**src/wpse_pkg.sv**
```systemverilog
// ----------------------------------------------------------------------------
// wpse_pkg
// Shared types, constants and helpers for the pixel symbol encoder.
// ----------------------------------------------------------------------------
package wpse_pkg;

  // Default width of a pulse duration
  localparam int unsigned DurWidthDefault = 15;

  // Field widths on the ports
  localparam int unsigned ChanW  = 8;
  localparam int unsigned TicksW = 15;
  localparam int unsigned LatchW = 16;
  localparam int unsigned CfgIdxW  = 3;
  localparam int unsigned CfgDataW = 16;

  // Symbols per pixel: 24 data bits plus the closing latch symbol
  localparam int unsigned NumDataSym = 24;
  localparam logic [4:0]  LastSymIdx = 5'd24;

  // Register indexes
  localparam logic [CfgIdxW-1:0] CfgBrightness = 3'd0;
  localparam logic [CfgIdxW-1:0] CfgZeroHigh   = 3'd1;
  localparam logic [CfgIdxW-1:0] CfgZeroLow    = 3'd2;
  localparam logic [CfgIdxW-1:0] CfgOneHigh    = 3'd3;
  localparam logic [CfgIdxW-1:0] CfgOneLow     = 3'd4;
  localparam logic [CfgIdxW-1:0] CfgLatch      = 3'd5;

  // Register reset values
  localparam logic [ChanW-1:0]  BrightnessRst = 8'd50;
  localparam logic [TicksW-1:0] ZeroHighRst   = 15'd28;
  localparam logic [TicksW-1:0] ZeroLowRst    = 15'd72;
  localparam logic [TicksW-1:0] OneHighRst    = 15'd72;
  localparam logic [TicksW-1:0] OneLowRst     = 15'd28;
  localparam logic [LatchW-1:0] LatchRst      = 16'd22400;

  // Scaled pixel, green first on the wire
  typedef struct packed {
    logic [ChanW-1:0] green;
    logic [ChanW-1:0] red;
    logic [ChanW-1:0] blue;
  } pixel_t;

  // Timing registers seen by the symbol generator
  typedef struct packed {
    logic [TicksW-1:0] zero_high;
    logic [TicksW-1:0] zero_low;
    logic [TicksW-1:0] one_high;
    logic [TicksW-1:0] one_low;
    logic [LatchW-1:0] latch;
  } timing_t;

  // Queue handshake between front and back
  typedef struct packed {
    logic   valid;
    pixel_t data;
  } q_req_t;

  // floor(x / 255) for x up to 255*255, by reciprocal add-and-shift
  function automatic logic [ChanW-1:0] div255(input logic [2*ChanW-1:0] x);
    logic [2*ChanW:0] t;
    t = {1'b0, x} + 17'd1 + {9'd0, x[15:8]};
    return t[15:8];
  endfunction

endpackage

```
**src/wpse_front.sv**
```systemverilog
// ----------------------------------------------------------------------------
// wpse_front
// Accepts RGB pixels, scales each channel by brightness/255 and pushes the
// scaled pixel into the symbol queue.
// ----------------------------------------------------------------------------
module wpse_front import wpse_pkg::*; (
  input  logic               clk_i,
  input  logic               rst_ni,
  input  logic [ChanW-1:0]   brightness_i,
  input  logic               s_axis_tvalid,
  output logic               s_axis_tready,
  input  logic [23:0]        s_axis_tdata,   // red[7:0], green[15:8], blue[23:16]
  output q_req_t             push_o,
  input  logic               push_ready_i
);

  logic                 p_valid_q, p_valid_d;
  logic [2*ChanW-1:0]   r_prod_q, g_prod_q, b_prod_q;
  logic                 accept;

  assign s_axis_tready = !p_valid_q || push_ready_i;
  assign accept        = s_axis_tvalid && s_axis_tready;

  // Hold the product stage until the queue takes it
  always_comb begin
    p_valid_d = p_valid_q;
    if (accept) begin
      p_valid_d = 1'b1;
    end else if (push_ready_i) begin
      p_valid_d = 1'b0;
    end
  end

  always_ff @(posedge clk_i or negedge rst_ni) begin
    if (!rst_ni) begin
      p_valid_q <= 1'b0;
    end else begin
      p_valid_q <= p_valid_d;
    end
  end

  // Register the channel products
  always_ff @(posedge clk_i) begin
    if (accept) begin
      r_prod_q <= {8'd0, s_axis_tdata[7:0]}   * {8'd0, brightness_i};
      g_prod_q <= {8'd0, s_axis_tdata[15:8]}  * {8'd0, brightness_i};
      b_prod_q <= {8'd0, s_axis_tdata[23:16]} * {8'd0, brightness_i};
    end
  end

  // Divide by 255 and hand the pixel on
  assign push_o.valid      = p_valid_q;
  assign push_o.data.green = div255(g_prod_q);
  assign push_o.data.red   = div255(r_prod_q);
  assign push_o.data.blue  = div255(b_prod_q);

endmodule

```
**src/wpse_queue.sv**
```systemverilog
// ----------------------------------------------------------------------------
// wpse_queue
// Two-entry pixel queue between the scaling front and the symbol generator.
// ----------------------------------------------------------------------------
module wpse_queue import wpse_pkg::*; (
  input  logic   clk_i,
  input  logic   rst_ni,
  input  q_req_t push_i,
  output logic   push_ready_o,
  output q_req_t head_o,
  input  logic   pop_i
);

  localparam int unsigned Depth = 2;

  pixel_t       mem_q [Depth];
  logic         wr_ptr_q, wr_ptr_d;
  logic         rd_ptr_q, rd_ptr_d;
  logic [1:0]   count_q, count_d;
  logic         push, pop;

  assign push_ready_o = (count_q != 2'(Depth));
  assign push         = push_i.valid && push_ready_o;
  assign pop          = pop_i && (count_q != 2'd0);

  assign head_o.valid = (count_q != 2'd0);
  assign head_o.data  = mem_q[rd_ptr_q];

  // Advance pointers and occupancy
  always_comb begin
    wr_ptr_d = wr_ptr_q ^ push;
    rd_ptr_d = rd_ptr_q ^ pop;
    count_d  = count_q;
    if (push && !pop) begin
      count_d = count_q + 2'd1;
    end else if (pop && !push) begin
      count_d = count_q - 2'd1;
    end
  end

  always_ff @(posedge clk_i or negedge rst_ni) begin
    if (!rst_ni) begin
      wr_ptr_q <= 1'b0;
      rd_ptr_q <= 1'b0;
      count_q  <= 2'd0;
    end else begin
      wr_ptr_q <= wr_ptr_d;
      rd_ptr_q <= rd_ptr_d;
      count_q  <= count_d;
    end
  end

  // Store the pushed pixel
  always_ff @(posedge clk_i) begin
    if (push) begin
      mem_q[wr_ptr_q] <= push_i.data;
    end
  end

  a_count_bound: assert property (@(posedge clk_i) disable iff (!rst_ni)
    count_q <= 2'(Depth))
    else $error("queue occupancy above depth");

  a_ptr_match: assert property (@(posedge clk_i) disable iff (!rst_ni)
    (count_q == 2'd0 || count_q == 2'(Depth)) |-> (wr_ptr_q == rd_ptr_q))
    else $error("queue pointers disagree with occupancy");

endmodule

```
**src/wpse_back.sv**
```systemverilog
// ----------------------------------------------------------------------------
// wpse_back
// Walks a queued pixel one symbol per cycle while not stalled: 24 data bits,
// green first and most significant bit first, then the closing latch symbol.
// ----------------------------------------------------------------------------
module wpse_back import wpse_pkg::*; #(
  parameter int unsigned DURATION_WIDTH = DurWidthDefault
) (
  input  logic          clk_i,
  input  logic          rst_ni,
  input  timing_t       timing_i,
  input  q_req_t        head_i,
  output logic          pop_o,
  output logic          m_axis_tvalid,
  input  logic          m_axis_tready,
  output logic [31:0]   m_axis_tdata,   // first_ticks[14:0], second_ticks[29:15]
  output logic          m_axis_tlast,
  output logic          m_axis_tuser    // first_level
);

  localparam logic [16:0] DurMax = 17'((32'd1 << DURATION_WIDTH) - 32'd1);

  logic [4:0]        idx_q, idx_d;
  logic              out_valid_q, out_valid_d;
  logic [TicksW-1:0] first_q, second_q;
  logic              level_q, last_q;
  logic              load;
  logic [4:0]        bit_pos;
  logic              bit_val;
  logic [TicksW-1:0] hi_ticks, lo_ticks;
  logic [16:0]       latch_ext, latch_rem;
  logic [16:0]       latch_first, latch_second;
  logic              is_latch;

  assign load     = head_i.valid && (!out_valid_q || m_axis_tready);
  assign is_latch = (idx_q == LastSymIdx);
  assign pop_o    = load && is_latch;

  // Pick the data bit for this symbol
  assign bit_pos = 5'(NumDataSym - 1) - idx_q;
  assign bit_val = head_i.data[bit_pos];
  assign hi_ticks = (bit_val ? timing_i.one_high : timing_i.zero_high) & DurMax[TicksW-1:0];
  assign lo_ticks = (bit_val ? timing_i.one_low  : timing_i.zero_low)  & DurMax[TicksW-1:0];

  // Split a long latch gap into two segments
  always_comb begin
    latch_ext = {1'b0, timing_i.latch};
    latch_rem = latch_ext - DurMax;
    if (latch_ext > DurMax) begin
      latch_first  = DurMax;
      latch_second = (latch_rem > DurMax) ? DurMax : latch_rem;
    end else begin
      latch_first  = latch_ext;
      latch_second = 17'd0;
    end
  end

  // Advance the symbol index
  always_comb begin
    idx_d       = idx_q;
    out_valid_d = out_valid_q;
    if (load) begin
      idx_d       = is_latch ? 5'd0 : idx_q + 5'd1;
      out_valid_d = 1'b1;
    end else if (m_axis_tready) begin
      out_valid_d = 1'b0;
    end
  end

  always_ff @(posedge clk_i or negedge rst_ni) begin
    if (!rst_ni) begin
      idx_q       <= 5'd0;
      out_valid_q <= 1'b0;
    end else begin
      idx_q       <= idx_d;
      out_valid_q <= out_valid_d;
    end
  end

  // Load the output register
  always_ff @(posedge clk_i) begin
    if (load) begin
      if (is_latch) begin
        level_q  <= 1'b0;
        last_q   <= 1'b1;
        first_q  <= latch_first[TicksW-1:0];
        second_q <= latch_second[TicksW-1:0];
      end else begin
        level_q  <= 1'b1;
        last_q   <= 1'b0;
        first_q  <= hi_ticks;
        second_q <= lo_ticks;
      end
    end
  end

  assign m_axis_tvalid = out_valid_q;
  assign m_axis_tdata  = {2'b00, second_q, first_q};
  assign m_axis_tlast  = last_q;
  assign m_axis_tuser  = level_q;

  a_idx_range: assert property (@(posedge clk_i) disable iff (!rst_ni)
    idx_q <= LastSymIdx)
    else $error("symbol index out of range");

  a_last_low: assert property (@(posedge clk_i) disable iff (!rst_ni)
    (out_valid_q && last_q) |-> !level_q)
    else $error("closing symbol must start low");

  a_pop_wrap: assert property (@(posedge clk_i) disable iff (!rst_ni)
    pop_o |=> (idx_q == 5'd0 && out_valid_q && last_q))
    else $error("pixel released before closing symbol");

endmodule

```
**src/ws2812_pixel_symbol_encoder.sv**
```systemverilog
// ----------------------------------------------------------------------------
// ws2812_pixel_symbol_encoder
// The first symbol of a pixel passes the product, queue and output registers.
// Throughput: 25 symbols per pixel at one symbol per cycle while the output is
// not stalled, set by the symbol generator; pixels follow back to back.
// A two-entry queue lets the scaling front keep taking pixels during stalls.
// Reset: asynchronous active low; clears the pipeline and loads the register
// defaults (brightness 50, timings 28/72/72/28, latch 22400).
// ----------------------------------------------------------------------------
module ws2812_pixel_symbol_encoder import wpse_pkg::*; #(
  parameter int unsigned DURATION_WIDTH = DurWidthDefault
) (
  input  logic                clk_i,
  input  logic                rst_ni,
  input  logic                cfg_we_i,
  input  logic [CfgIdxW-1:0]  cfg_idx_i,
  input  logic [CfgDataW-1:0] cfg_data_i,
  input  logic                s_axis_tvalid,
  output logic                s_axis_tready,
  input  logic [23:0]         s_axis_tdata,   // red[7:0], green[15:8], blue[23:16]
  output logic                m_axis_tvalid,
  input  logic                m_axis_tready,
  output logic [31:0]         m_axis_tdata,   // first_ticks[14:0], second_ticks[29:15]
  output logic                m_axis_tlast,
  output logic                m_axis_tuser    // first_level
);

  logic [ChanW-1:0] brightness_q;
  timing_t          timing_q;
  q_req_t           push;
  logic             push_ready;
  q_req_t           head;
  logic             pop;

  // Write configuration registers
  always_ff @(posedge clk_i or negedge rst_ni) begin
    if (!rst_ni) begin
      brightness_q       <= BrightnessRst;
      timing_q.zero_high <= ZeroHighRst;
      timing_q.zero_low  <= ZeroLowRst;
      timing_q.one_high  <= OneHighRst;
      timing_q.one_low   <= OneLowRst;
      timing_q.latch     <= LatchRst;
    end else if (cfg_we_i) begin
      case (cfg_idx_i)
        CfgBrightness: brightness_q       <= cfg_data_i[ChanW-1:0];
        CfgZeroHigh:   timing_q.zero_high <= cfg_data_i[TicksW-1:0];
        CfgZeroLow:    timing_q.zero_low  <= cfg_data_i[TicksW-1:0];
        CfgOneHigh:    timing_q.one_high  <= cfg_data_i[TicksW-1:0];
        CfgOneLow:     timing_q.one_low   <= cfg_data_i[TicksW-1:0];
        CfgLatch:      timing_q.latch     <= cfg_data_i[LatchW-1:0];
        default: ;
      endcase
    end
  end

  wpse_front u_front (
    .clk_i        (clk_i),
    .rst_ni       (rst_ni),
    .brightness_i (brightness_q),
    .s_axis_tvalid(s_axis_tvalid),
    .s_axis_tready(s_axis_tready),
    .s_axis_tdata (s_axis_tdata),
    .push_o       (push),
    .push_ready_i (push_ready)
  );

  wpse_queue u_queue (
    .clk_i       (clk_i),
    .rst_ni      (rst_ni),
    .push_i      (push),
    .push_ready_o(push_ready),
    .head_o      (head),
    .pop_i       (pop)
  );

  wpse_back #(
    .DURATION_WIDTH(DURATION_WIDTH)
  ) u_back (
    .clk_i        (clk_i),
    .rst_ni       (rst_ni),
    .timing_i     (timing_q),
    .head_i       (head),
    .pop_o        (pop),
    .m_axis_tvalid(m_axis_tvalid),
    .m_axis_tready(m_axis_tready),
    .m_axis_tdata (m_axis_tdata),
    .m_axis_tlast (m_axis_tlast),
    .m_axis_tuser (m_axis_tuser)
  );

endmodule

```
**config.mk**
```make
export PLATFORM = sky130hd
export DESIGN_NAME = ws2812_pixel_symbol_encoder
export DESIGN_NICKNAME = d
export VERILOG_FILES = /design/src/wpse_pkg.sv /design/src/wpse_front.sv /design/src/wpse_queue.sv /design/src/wpse_back.sv /design/src/ws2812_pixel_symbol_encoder.sv
export SDC_FILE = /design/constraint.sdc
export NUM_CORES = 1
export LEC_CHECK = 0
export ABC_AREA = 0
export BUFFER_PORTS_ARGS = -buffer_cell sky130_fd_sc_hd__buf_4
export CAP_MARGIN = 15
export CORE_ASPECT_RATIO = 1.2
export CORE_MARGIN = 1
export CORE_UTILIZATION = 55
export CTS_CLUSTER_DIAMETER = 120
export DETAILED_ROUTE_END_ITERATION = 12
export GPL_TIMING_DRIVEN = 1
export PLACE_DENSITY = 0.73
export SLEW_MARGIN = 20
export SYNTH_ARGS = -nofsm -noshare
export SYNTH_HDL_FRONTEND = slang
export SYNTH_SLANG_ARGS = --single-unit
```
**constraint.sdc**
```tcl
create_clock -name clk_i -period 6.1 [get_ports clk_i]
set_clock_uncertainty 0.1 [all_clocks]
set_input_delay 0.915 -clock clk_i [delete_from_list [all_inputs] [get_ports clk_i]]
set_output_delay 0.915 -clock clk_i [all_outputs]
set_load 0.01 [all_outputs]
```
==> summary by stage, run 1 <==
Setup path
Data on the critical path arrives at its endpoint at 5.35 ns. The category of the worst setup path launch point is a flip-flop. The worst setup path is captured at a flip-flop. The required time of the critical path is 6.23 ns. The critical path is of the flip-flop to flip-flop type.

Of all nets on the critical path, the largest fanout is 16.

Global route
Global routing consumed, over all layers together, 22.5% of the routing resources. The initial antenna violation count came to 0. The first global-routing pass estimated 55.4 mm of wire. The via count of the first global-routing pass came to 11,164. The final global-route overflow total is 0.

The maximum number of pins on one net before global-route repair is 73.

Placed design
The global placer's final weighted congestion is 0.850. The cell area after placement is 17,400 um^2. During placement, the flow inserted port buffers numbering 81. The detailed-placement wirelength estimate is 24.8 mm. The number of placed instances with taps included is 1,889.

Logic synthesis
The number of distinct library cells after synthesis is 57. The fraction of post-synthesis cell area in the top cell type by area is 23.3%. The sequential-to-total area share from yosys stat is 37.9%.

After synthesis, the mean cell area works out to 11.3 um^2. Summed over all instances, the cell type with the most area after synthesis is sky130_fd_sc_hd__edfxtp_1. For this run, the leading register cell type out of synthesis is sky130_fd_sc_hd__edfxtp_1. Sorting the synthesized cells by area gives the leading types as sky130_fd_sc_hd__edfxtp_1, sky130_fd_sc_hd__fa_1, sky130_fd_sc_hd__dfrtp_1.

For this run, the number of Yosys warnings is 0. The post-synthesis register bit count is 223. Synthesis produced 1,453 cells. The share of flip-flops with an asynchronous set or reset after synthesis is 42.6%. The post-synthesis instance area is 16,500 um^2. The number of flops mapped to enable cells by yosys is 128.

Routing
The detailed router finished its first iteration with 536 violations. The number of search-and-repair iterations in the first detailed-routing pass is 5. In the detailed route, the total length drawn on met3 is 1.10 mm. The wire length on met2 is 16.8 mm.

The vias per cell is 5.53. The detailed router used layers up to and including met4. Wires add up to 33.0 mm. After detailed routing, the average wire length per cell comes to 17.1 um.

The total routed wire length on the met1 layer is 14.1 mm. In this run the remaining antenna-violating nets after routing total 0. The count of unresolved DRC violations after routing is 0.

Detailed routing inserted a total of 10,651 vias.

STA
The worst relative slew slack is 28.4%. The number of setup violations in the final report is 0. The total count of max-transition violations in the final report was 0.

The worst hold margin is 0.221 ns. At the pin with the least slew margin, the transition time is 1.07 ns. The aggregate negative setup slack is 0 ns. Setup repair after global routing left no endpoint under its margin. The smallest clock period supported by the final layout is computed as 5.22 ns. The count of final hold-check violations came to 0. Based on the critical path, the design can be clocked at up to 192 MHz.

The post-route clock period utilization is 85.6%.

Clock tree
Counting the buffers created by CTS gives 21. The post-CTS resize count is 0. Counting along the longest clock path gives a buffer depth of 3. The cell at the root of the clock tree is sky130_fd_sc_hd__clkbuf_16. The clock network latency to the later pin of the worst-skew pair is 0.50 ns.

The post-CTS setup repair buffer count is 0. The hold-fix buffer count after cts is 0. TritonCTS built the clock tree.

In this run the number of H-tree levels came out at 1. Clock-pin slew was measured on the worst setup and hold paths at 0.06 ns. Counting every sink on the clock net gives 223.

Power
Dividing total power by cell area gives a power density of 536 nW/um^2. Across the VDD grid, the largest voltage drop is 249 uV. The standby leakage power is 8.00 nW.

Layout
Across the whole layout, storage elements account for 6240 um^2. After routing the design area is 18,100 um^2. The fraction of layout instances using a drive strength above 1 is 17.0%. After the last flow step, the layout net total stands at 1,814. The antenna diode count is 0. The final non-filler cell total is 1,926.

The core occupancy in the finished layout is 61.4%. The multi-input combinational cells in the finished layout cover a total of 9330 um^2. The layout filler cell count is 2,400. From synthesis to final layout, the design area changed by 10.1%.

Floorplan
The initial utilization of the core area, before any placement, comes to 55.8%. Measured along the x axis, the die boundary spans 160 um. In this run the vertical extent of the chip is 192 um. The core region is 29,500 um^2. Row generation in the floorplan step produced 69 rows. The die covers 30,600 um^2.

During I/O placement, the number of pins put on the boundary was 84.

Outcome
The run finished with clean final reports.

Run
Across the run, the number of max-cap violations was 0.

Hold path
The classification of the worst-slack hold path is input pin to asynchronous set/reset pin.
## sequential cells by signal, indices dropped and copies added, names as in the netlist
register and flops:
u_queue.wr_ptr_q 1, u_front.r_prod_q 16, u_back.m_axis_tlast 1, brightness_q 8, timing_q 76, u_queue.rd_ptr_q 1
u_queue.count_q 2, u_front.b_prod_q 16, u_back.second_q 15, u_back.idx_q 5, u_queue.mem_q 48, u_back.m_axis_tvalid 1
u_front.p_valid_q 1, u_back.m_axis_tuser 1, u_front.g_prod_q 16, u_back.first_q 15
## area by class of cell
class	count	share of cell area, %
tap	390	2.69
timing repair buffer	95	3.93
sequential	223	34.4
inverter	176	3.64
clock buffer	32	3.41
multi-input combinational	1005	51.5
clock inverter	5	0.414
## cell usage after synthesis (all sizes together) (3+ instances only)
library cell / instances
o211ai: 10
dfrtp: 76
ha: 136
o21ai: 33
o31a: 3
xnor2: 52
nand2: 89
clkbuf: 36
buf: 14
a31oi: 7
nor2: 55
mux4: 11
nor3: 14
o221ai: 14
nand3: 20
inv: 176
xor2: 18
edfxtp: 128
o22ai: 16
a21o: 3
o2111ai: 3
a211oi: 15
or3: 3
nand2b: 4
o21a: 15
and2: 152
dfstp: 19
o41ai: 3
a21oi: 23
mux2: 101
nand4: 5
nor2b: 26
fa: 108
and3: 6
mux2i: 34
## report_power, final
part           internal, mW  total [mW]  switching [mW]
combinational          2.50        5.37            2.87
clock                 0.783        1.30           0.521
sequential             2.58        3.04           0.463
## layer usage
layer / vias to the layer above / track usage (%)
met5: - / 0
met4: 0 / 7.58
met3: 64 / 1.58
met2: 216 / 41.6
met1: 5286 / 27.8
li1: 5085 / -
## cells by family after synthesis
kind of cell | count (synthesis) | share of synthesized area (%)
AND/OR/NAND/NOR | 385 | 12.3
flip-flops | 223 | 37.9
adder cells (fa/ha/maj) | 244 | 23.5
buffers and inverters | 226 | 5.59
other | 1 | 0.0228
AO/OA/AOI/OAI | 158 | 6.45
XOR/XNOR | 70 | 3.72
multiplexers | 146 | 10.5
## stage by stage
stage / setup slack (ns) / power (mW)
6_report: 0.881 / 9.72
5_1_grt: 0.620 / 10.6
4_1_cts: 0.889 / 9.78
3_5_place_dp: 0.728 / 8.43
3_3_place_gp: 0.867 / 8.24
2_1_floorplan: 1.14 / 7.17
## worst max-delay path, cell delays in order, from the launching register on
cell	delay [ns]
sky130_fd_sc_hd__dfrtp_1	0.80
sky130_fd_sc_hd__nand2_1	0.17
sky130_fd_sc_hd__fa_1	0.52
sky130_fd_sc_hd__fa_1	0.54
sky130_fd_sc_hd__inv_1	0.05
sky130_fd_sc_hd__fa_1	0.53
sky130_fd_sc_hd__inv_1	0.05
sky130_fd_sc_hd__fa_1	0.52
sky130_fd_sc_hd__inv_1	0.04
sky130_fd_sc_hd__ha_1	0.33
sky130_fd_sc_hd__nor3_1	0.21
sky130_fd_sc_hd__nor2_1	0.08
sky130_fd_sc_hd__a31oi_1	0.25
sky130_fd_sc_hd__nor2b_1	0.08
sky130_fd_sc_hd__o21a_1	0.19
sky130_fd_sc_hd__o41ai_1	0.38
sky130_fd_sc_hd__xnor2_1	0.11
## placed cells by master, fill, tap and decap left out, types with 9 or more instances in the layout
cell / Yosys / final
sky130_fd_sc_hd__a211oi_1: 15 / 15
sky130_fd_sc_hd__a21oi_1: 23 / 22
sky130_fd_sc_hd__and2_1: 152 / 151
sky130_fd_sc_hd__buf_4: 6 / 95
sky130_fd_sc_hd__clkbuf_16: 0 / 22
sky130_fd_sc_hd__dfrtp_1: 76 / 76
sky130_fd_sc_hd__dfstp_2: 19 / 19
sky130_fd_sc_hd__edfxtp_1: 128 / 128
sky130_fd_sc_hd__fa_1: 108 / 108
sky130_fd_sc_hd__ha_1: 136 / 134
sky130_fd_sc_hd__inv_1: 176 / 176
sky130_fd_sc_hd__mux2_2: 98 / 98
sky130_fd_sc_hd__mux2i_1: 34 / 34
sky130_fd_sc_hd__mux4_2: 9 / 9
sky130_fd_sc_hd__nand2_1: 89 / 89
sky130_fd_sc_hd__nand3_1: 20 / 20
sky130_fd_sc_hd__nor2_1: 55 / 54
sky130_fd_sc_hd__nor2b_1: 26 / 26
sky130_fd_sc_hd__nor3_1: 14 / 13
sky130_fd_sc_hd__o211ai_1: 10 / 10
sky130_fd_sc_hd__o21a_1: 15 / 14
sky130_fd_sc_hd__o21ai_0: 33 / 33
sky130_fd_sc_hd__o221ai_1: 14 / 14
sky130_fd_sc_hd__o22ai_1: 16 / 16
sky130_fd_sc_hd__xnor2_1: 52 / 52
sky130_fd_sc_hd__xor2_1: 18 / 18
## worst paths after layout
| path | start | end | depth (start not counted) | slack, ns |
|---|---|---|---|---|
| max | brightness_q[6] | u_front.b_prod_q[14] | 16 | 0.88 |
| min | rst_ni | timing_q[59] | 1 | 0.22 |
| max reg2reg | brightness_q[6] | u_front.b_prod_q[14] | 16 | 0.88 |
| min reg2reg | timing_q[40] | timing_q[40] | 1 | 0.42 |
| max in group asynchronous | rst_ni | timing_q[68] | 2 | 4.44 |
| min in group clk_i | timing_q[40] | timing_q[40] | 1 | 0.42 |
(Power assumes the default switching activity.)
==> run 2: changes to the inputs <==
--- a/config.mk
+++ b/config.mk
@@ -10,11 +10,10 @@
 export CAP_MARGIN = 15
 export CORE_ASPECT_RATIO = 1.2
 export CORE_MARGIN = 1
-export CORE_UTILIZATION = 55
+export CORE_UTILIZATION = 40
 export CTS_CLUSTER_DIAMETER = 120
 export DETAILED_ROUTE_END_ITERATION = 12
 export GPL_TIMING_DRIVEN = 1
-export PLACE_DENSITY = 0.73
 export SLEW_MARGIN = 20
 export SYNTH_ARGS = -nofsm -noshare
 export SYNTH_HDL_FRONTEND = slang
==> constraint.sdc (replaced) <==
create_clock -name clk_i -period 6.6 [get_ports clk_i]
set_clock_uncertainty 0.1 [all_clocks]
set_input_delay 0.99 -clock clk_i [delete_from_list [all_inputs] [get_ports clk_i]]
set_output_delay 0.99 -clock clk_i [all_outputs]
set_load 0.01 [all_outputs]
==> summary by stage, run 2 (synthesis gave the netlist of run 1 again) <==
Clock tree
The TritonCTS buffer count is 21. The cell at the root of the clock tree is sky130_fd_sc_hd__clkbuf_16. Hold repair after CTS inserted 0 buffers. The H-tree level count is 1.

After clock tree synthesis, the clock-pin slew on the worst setup and hold paths is 0.07 ns. TritonCTS built the clock tree. The maximum clock path buffer count is 3. The clock network latency to the later pin of the worst-skew pair is 0.51 ns.

Buffers added to address setup during post-CTS repair amount to 0. Gates resized during post-CTS repair numbered 0. CTS saw 223 sinks.

Power
The power spent charging and discharging nets is 3.59 mW. The combinational power share is 55.5%. The internal portion of the total power is 5.36 mW. For this design the static power due to leakage is 7.99 nW. The portion of total power attributed to sequential cells is 31.4%. The fraction of power consumed by the clock network is 13.1%. Across the VDD grid, the largest voltage drop is 242 uV. The proportion of total power due to net switching is 40.1%. The total design power is 8.96 mW.

For this design the ratio of total power to cell area is 489 nW/um^2.

Hold path
The worst hold path belongs to the class input pin to asynchronous set/reset pin.

Placed design
The congestion estimate from routability-driven global placement came to 0.807. Once placement finished, the instance area stood at 17,600 um^2. The number of placed instances with taps included is 2,037. After legalization and detailed placement, the total HPWL measured 25.3 mm. Port buffering added 81 buffers. OpenSTA, run right after detailed placement, puts the worst setup slack at 1.19 ns.

Global route
Entering global routing, the biggest net connects 58 pins. The total track usage is 16.8%. met2 is the most crowded layer. The global-route wire length before repair is 57.3 mm.

Global routing consumed, on the met2 layer, 30.3% of the routing resources. The initial antenna violation count was 0. The met3 layer usage reported by global route is 1.33%. The via count of the first global-routing pass came to 11,119. Global routing consumed, on the met1 layer, 21.5% of the routing resources. The final global-route overflow total is 0.

STA
Setup repair after global routing left no endpoint under its margin. The fmax is 191 MHz. Setup violations remaining at the end of the flow were counted as 0. The worst relative slew slack is 29.6%.

Final hold analysis gives a worst-case slack of 0.370 ns. The final critical path time including I/O delays and setup is 5.23 ns. The aggregate negative setup slack is 0 ns.

The count of final hold-check violations is 0. The total count of max-transition violations in the final report was 0. The post-route clock period utilization is 79.2%. After layout, the worst setup slack is 1.37 ns. For the pin with the worst max-slew slack, the measured transition is 1.05 ns.

Routing
In the final routed layout, each cell accounts on average for 16.4 um. The aggregate routed wire length is 34.1 mm. In the routed design, unresolved DRC markers number 0. In this run, the number of DRC markers left after iteration 0 of detailed routing was 364. The routed via count is 10,541.

The number of search-and-repair iterations in the first detailed-routing pass is 5. The detail route stage leaves a number of antenna-violating nets equal to 0. The vias per cell is 5.08.

Setup path
In this run the worst path has a maximum fanout of 25. In this run the worst setup path begins at brightness_q[2]. The register-to-register setup slack is 1.37 ns. The type of the worst setup path is flip-flop to flip-flop. The arrival time reported for the critical path endpoint is 5.37 ns. The worst setup path is captured at a flip-flop. The destination of the worst register-to-register timing path is u_front.g_prod_q[15]. STA classifies the critical path startpoint as a flip-flop.

The worst reg-to-reg path cell count is 16. The required time of the critical path is 6.74 ns. The startpoint of the worst register-to-register path is brightness_q[2].

Layout
The core occupancy in the finished layout is 45.0%. In the final layout, the registers with the most flip-flops are timing_q x76, u_queue.mem_q x48. 0 antenna diodes ended up in the layout. The area overhead of the layout relative to synthesis is 11.2%. The register with the most flip-flops in the layout has 76 of them. timing_q holds more flip-flops than any other register. The sequential standard cell area is 6240 um^2.

The library cell used most frequently in the layout, excluding fill and tap cells, is sky130_fd_sc_hd__inv_1. For this run, the post-layout net count is 1,814. Cells with a size suffix above 1 make up 17.0% of the layout. Excluding fillers, the count of instances in the completed layout stands at 2,075.

The finished cells cover 18,300 um^2. The area of the multi-input gates is 9340 um^2. The layout filler cell count is 3,767. Leaving out fill and tap cells, the most frequent cells in the layout are sky130_fd_sc_hd__inv_1, sky130_fd_sc_hd__and2_1, sky130_fd_sc_hd__ha_1.

Floorplan
The overall die height is 224 um. Pin placement for this block handled 84 I/O pins. The initial core utilization is 40.5%. After floorplanning, the core was sized to cover 40,600 um^2. Row generation in the floorplan step produced 81 rows. The die covers 42,000 um^2. The die width is 187 um.

Run
The number of max-cap violations is 0.

Outcome
The flow ran to the end, and the final reports show no timing, DRC or antenna violations.
## run 2: worst max-delay path by stage
stage	end	slack (ns)
floorplan	u_front.g_prod_q[15]	1.56
global placement	u_front.b_prod_q[14]	1.27
detailed placement	u_front.b_prod_q[14]	1.19
CTS	u_front.g_prod_q[15]	1.36
global route	u_front.b_prod_q[14]	1.10
finish	u_front.g_prod_q[15]	1.37
## run 2: cell type report
type                       count  area share, %
clock buffer                  34           3.54
clock inverter                 3          0.103
inverter                     176           3.61
multi-input combinational   1005           51.0
sequential                   223           34.1
tap                          539           3.69
timing repair buffer          95           3.92
## run 2: power groups by stage
stage               combinational (mW)  sequential, mW  clock (mW)
CTS                               5.03            2.83        1.22
detailed placement                4.98            2.85           0
floorplan                         3.95            2.68           0
global route                      5.68            2.88        1.26
global placement                  4.89            2.83           0
finish                            4.97            2.81        1.17
## run 2: metal layers
layer	routed length (um)	vias up
li1	-	5085
met1	15600	5263
met5	0	-
met3	842	46
met2	16900	147
met4	717	0
## run 2: critical path: stages (launching register included)
cell,delay [ns]
sky130_fd_sc_hd__dfrtp_1,0.93
sky130_fd_sc_hd__nand2_1,0.15
sky130_fd_sc_hd__fa_1,0.49
sky130_fd_sc_hd__fa_1,0.49
sky130_fd_sc_hd__inv_1,0.05
sky130_fd_sc_hd__fa_1,0.52
sky130_fd_sc_hd__inv_1,0.05
sky130_fd_sc_hd__fa_1,0.52
sky130_fd_sc_hd__inv_1,0.04
sky130_fd_sc_hd__ha_1,0.34
sky130_fd_sc_hd__o21a_1,0.13
sky130_fd_sc_hd__o31a_1,0.13
sky130_fd_sc_hd__o211ai_1,0.17
sky130_fd_sc_hd__nand2_1,0.09
sky130_fd_sc_hd__a41o_1,0.26
sky130_fd_sc_hd__o41ai_1,0.36
sky130_fd_sc_hd__xnor2_1,0.10
==> run 3: changes to the inputs <==
==> constraint.sdc (replaced) <==
create_clock -name clk_i -period 4.76 [get_ports clk_i]
set_clock_uncertainty 0.1 [all_clocks]
set_input_delay 0.714 -clock clk_i [delete_from_list [all_inputs] [get_ports clk_i]]
set_output_delay 0.714 -clock clk_i [all_outputs]
set_load 0.01 [all_outputs]
==> summary by stage, run 3 (synthesis gave the netlist of run 1 again) <==
Clock tree
After clock tree synthesis, the clock-pin slew on the worst setup and hold paths is 0.06 ns. Counting every sink on the clock net gives 223. The H-tree level count is 1. The TritonCTS clock tree is yes.

In this run the deepest clock path goes through 3 buffers. The TritonCTS buffer count is 24. In this run the clock root is driven by a sky130_fd_sc_hd__clkbuf_16. The clock network latency to the later pin of the worst-skew pair is 0.52 ns.

Layout
Leaving out fill and tap cells, the most frequent cells in the layout are sky130_fd_sc_hd__inv_1, sky130_fd_sc_hd__buf_4, sky130_fd_sc_hd__and2_1. Leaving out fill and tap cells, the most frequent cell in the layout is sky130_fd_sc_hd__inv_1. The register ranked first by flip-flop count is timing_q. Registers take 6250 um^2. In the final layout, the share of cells above drive strength 1 is 24.2%. The register with the most flip-flops in the layout has 76 of them.

The final non-filler cell total is 2,161. The antenna diode count is 0. At the end of the flow, the number of nets in the layout was 1,896.

The largest registers in the layout are timing_q x76, u_queue.mem_q x48. Summing all multi-input logic gate instances after layout gives 9550 um^2. The area overhead of the layout relative to synthesis is 17.6%. The layout filler cell count is 3,754.

Setup path
The destination of the worst register-to-register timing path is u_front.g_prod_q[15]. Following the worst setup path forward leads to its endpoint at u_front.g_prod_q[15]. For the worst flop-to-flop path, the logic depth is 18.

In this run the register-to-register setup slack is 0.08 ns. The startpoint of the worst register-to-register path is brightness_q[4]. The critical path is of the flip-flop to flip-flop type. At the worst endpoint, the arrival time is 4.84 ns. STA classifies the critical path endpoint as a flip-flop. The category of the worst setup path launch point is a flip-flop. The most numerous cell on the critical path is sky130_fd_sc_hd__fa_1. The highest fanout seen on the critical path is 5. In this design, the stage delay of the slowest critical-path cell is 0.61 ns. For this design, the slowest cell found on the critical path is sky130_fd_sc_hd__dfstp_2.

The required time of the critical path is 4.92 ns. The critical path goes through buf_12 -> buf_6 -> nand2_2 -> fa_1 -> fa_1 -> inv_2 -> fa_1 -> inv_1 -> fa_1 -> inv_2 -> ha_4 -> o21a_1 -> o31a_1 -> o211ai_1 -> nand2_1 -> a41o_1 -> o41ai_2 -> xnor2_1. In this run the worst setup path begins at brightness_q[4].

Placed design
The setup slack at placement is -0.262 ns. Routability-driven placement finished with a final weighted congestion of 0.801. Port buffering added 81 buffers.

The number of placed instances with taps included is 2,108. Detailed placement finished with a half-perimeter wire length of 25.9 mm.

Global route
Global routing used 21.5% of the available met1 tracks. The initial antenna violation count is 2. The via count of the first global-routing pass is 11,412. The layer with the highest usage is met2.

The met3 layer usage reported by global route is 1.42%. The total track usage is 17.1%. The maximum number of pins on one net before global-route repair is 56. After global routing the overflow that remains totals 0. In the global route stage, met2 resource usage came out at 31.4%. The global-route wire length before repair is 58.1 mm.

Routing
The first routing iteration left 476 violations. The number of nets with antenna violations after routing is 0. The per-cell routed wire length is 16.1 um. The aggregate routed wire length is 34.9 mm.

The detailed router placed 10,851 vias in this run. The number of search-and-repair iterations in the first detailed-routing pass is 5. Dividing the detail-routed via count by the number of cells gives 5.02. The count of unresolved DRC violations after routing is 0.

Power
The proportion of total power due to net switching is 38.7%. The internal power is 8.46 mW. The fraction of power consumed by the clock network is 14.0%. In this run the power spent charging and discharging nets is 5.33 mW. The combinational power share is 58.1%. The worst-case vdd ir drop is 337 uV. Summed over all cells, the static leakage comes to 8.51 nW. In this run the power density over the cells is 713 nW/um^2. The portion of total power attributed to sequential cells is 27.8%.

Floorplan
The overall die height is 224 um. The core region is 40,600 um^2. Pin placement for this block handled 84 I/O pins. The initial core utilization is 40.5%. The die width is 187 um. The die area is 42,000 um^2. The number of rows created at floorplan is 81.

STA
The number of setup violations in the final report is 0. The total count of max-transition violations in the final report is 0. Hold timing on the final database bottoms out at a slack of 0.176 ns. In this run the tightest slew margin relative to its limit is 31.0%. The worst setup margin is 0.0816 ns. The post-route clock period utilization is 98.3%. The fmax is 214 MHz.

The final critical path time including I/O delays and setup is 4.68 ns. Setup repair after global routing could not meet its margin everywhere. The slew of the pin with the lowest slew margin is 1.03 ns. The count of final hold-check violations is 0.

Outcome
The flow ran to the end, and the final reports show no timing, DRC or antenna violations.

Run
Across the run, the number of max-cap violations was 0.

Hold path
The path class of the tightest hold or removal check is input pin to asynchronous set/reset pin.
==> run 3: timing repair <==
item / CTS / global route
setup endpoints to repair: 8 / 11
resized for setup: 8 / 43
setup buffers: 3 / 6
hold buffers: 0 / 0
pin swaps: 0 / 46
==> run 3: area by class of cell <==
type | instances | area share (%)
inverter | 176 | 3.41
tap | 539 | 3.48
clock inverter | 16 | 0.879
timing repair buffer | 174 | 7.19
clock buffer | 28 | 3.40
sequential | 223 | 32.3
multi-input combinational | 1005 | 49.4
==> run 3: through the flow <==
stage | instance area, um^2 | total power [mW] | setup TNS, ns | util [%]
2_1_floorplan | 16500 | 9.19 | 0 | -
4_1_cts | 19100 | 13.6 | 0 | 47.0
6_report | 19400 | 13.8 | 0 | 47.6
3_5_place_dp | 18200 | 11.5 | -1.64 | 44.7
5_1_grt | 19400 | 15.1 | -0.152 | 47.6
3_3_place_gp | 18200 | 11.3 | -1.13 | 44.7
==> run 3: how the worst min path moves through the flow <==
| stage | cells past startpoint | to | startpoint | slack, ns |
|---|---|---|---|---|
| final | 1 | u_back.m_axis_tvalid | rst_ni | 0.18 |
| after global placement | 2 | u_back.m_axis_tvalid | u_back.m_axis_tvalid | 0.39 |
| after floorplan | 0 | brightness_q[0] | rst_ni | 0.32 |
| after CTS | 1 | u_back.m_axis_tvalid | rst_ni | 0.19 |
| after global routing | 1 | u_back.m_axis_tvalid | rst_ni | 0.22 |
| after detailed placement | 2 | u_back.m_axis_tvalid | u_back.m_axis_tvalid | 0.39 |
==> run 3: routing by layer <==
metal,vias up,routed length (um)
li1,5251,-
met3,43,920
met2,153,17900
met1,5404,15400
met5,-,0
met4,0,643
==> run 3: critical path, delay by kind of cell, from the launching register on <==
kind                       cells  cell delay (ns)
adders and majority gates      5             2.13
AOI/OAI and AO/OA              5             0.99
DFF                            1             0.61
buffers and inverters          5             0.36
and+or+nand+nor                2             0.14
xor gates and xnor gates       1             0.11
==> run 3: power by group through the flow <==
stage	logic [mW]	clock network, mW	registers (mW)
floorplan	5.48	0	3.71
global placement	7.47	0	3.87
detailed placement	7.57	0	3.90
CTS	7.73	1.99	3.86
global route	9.14	2.06	3.94
finish	8.02	1.94	3.84
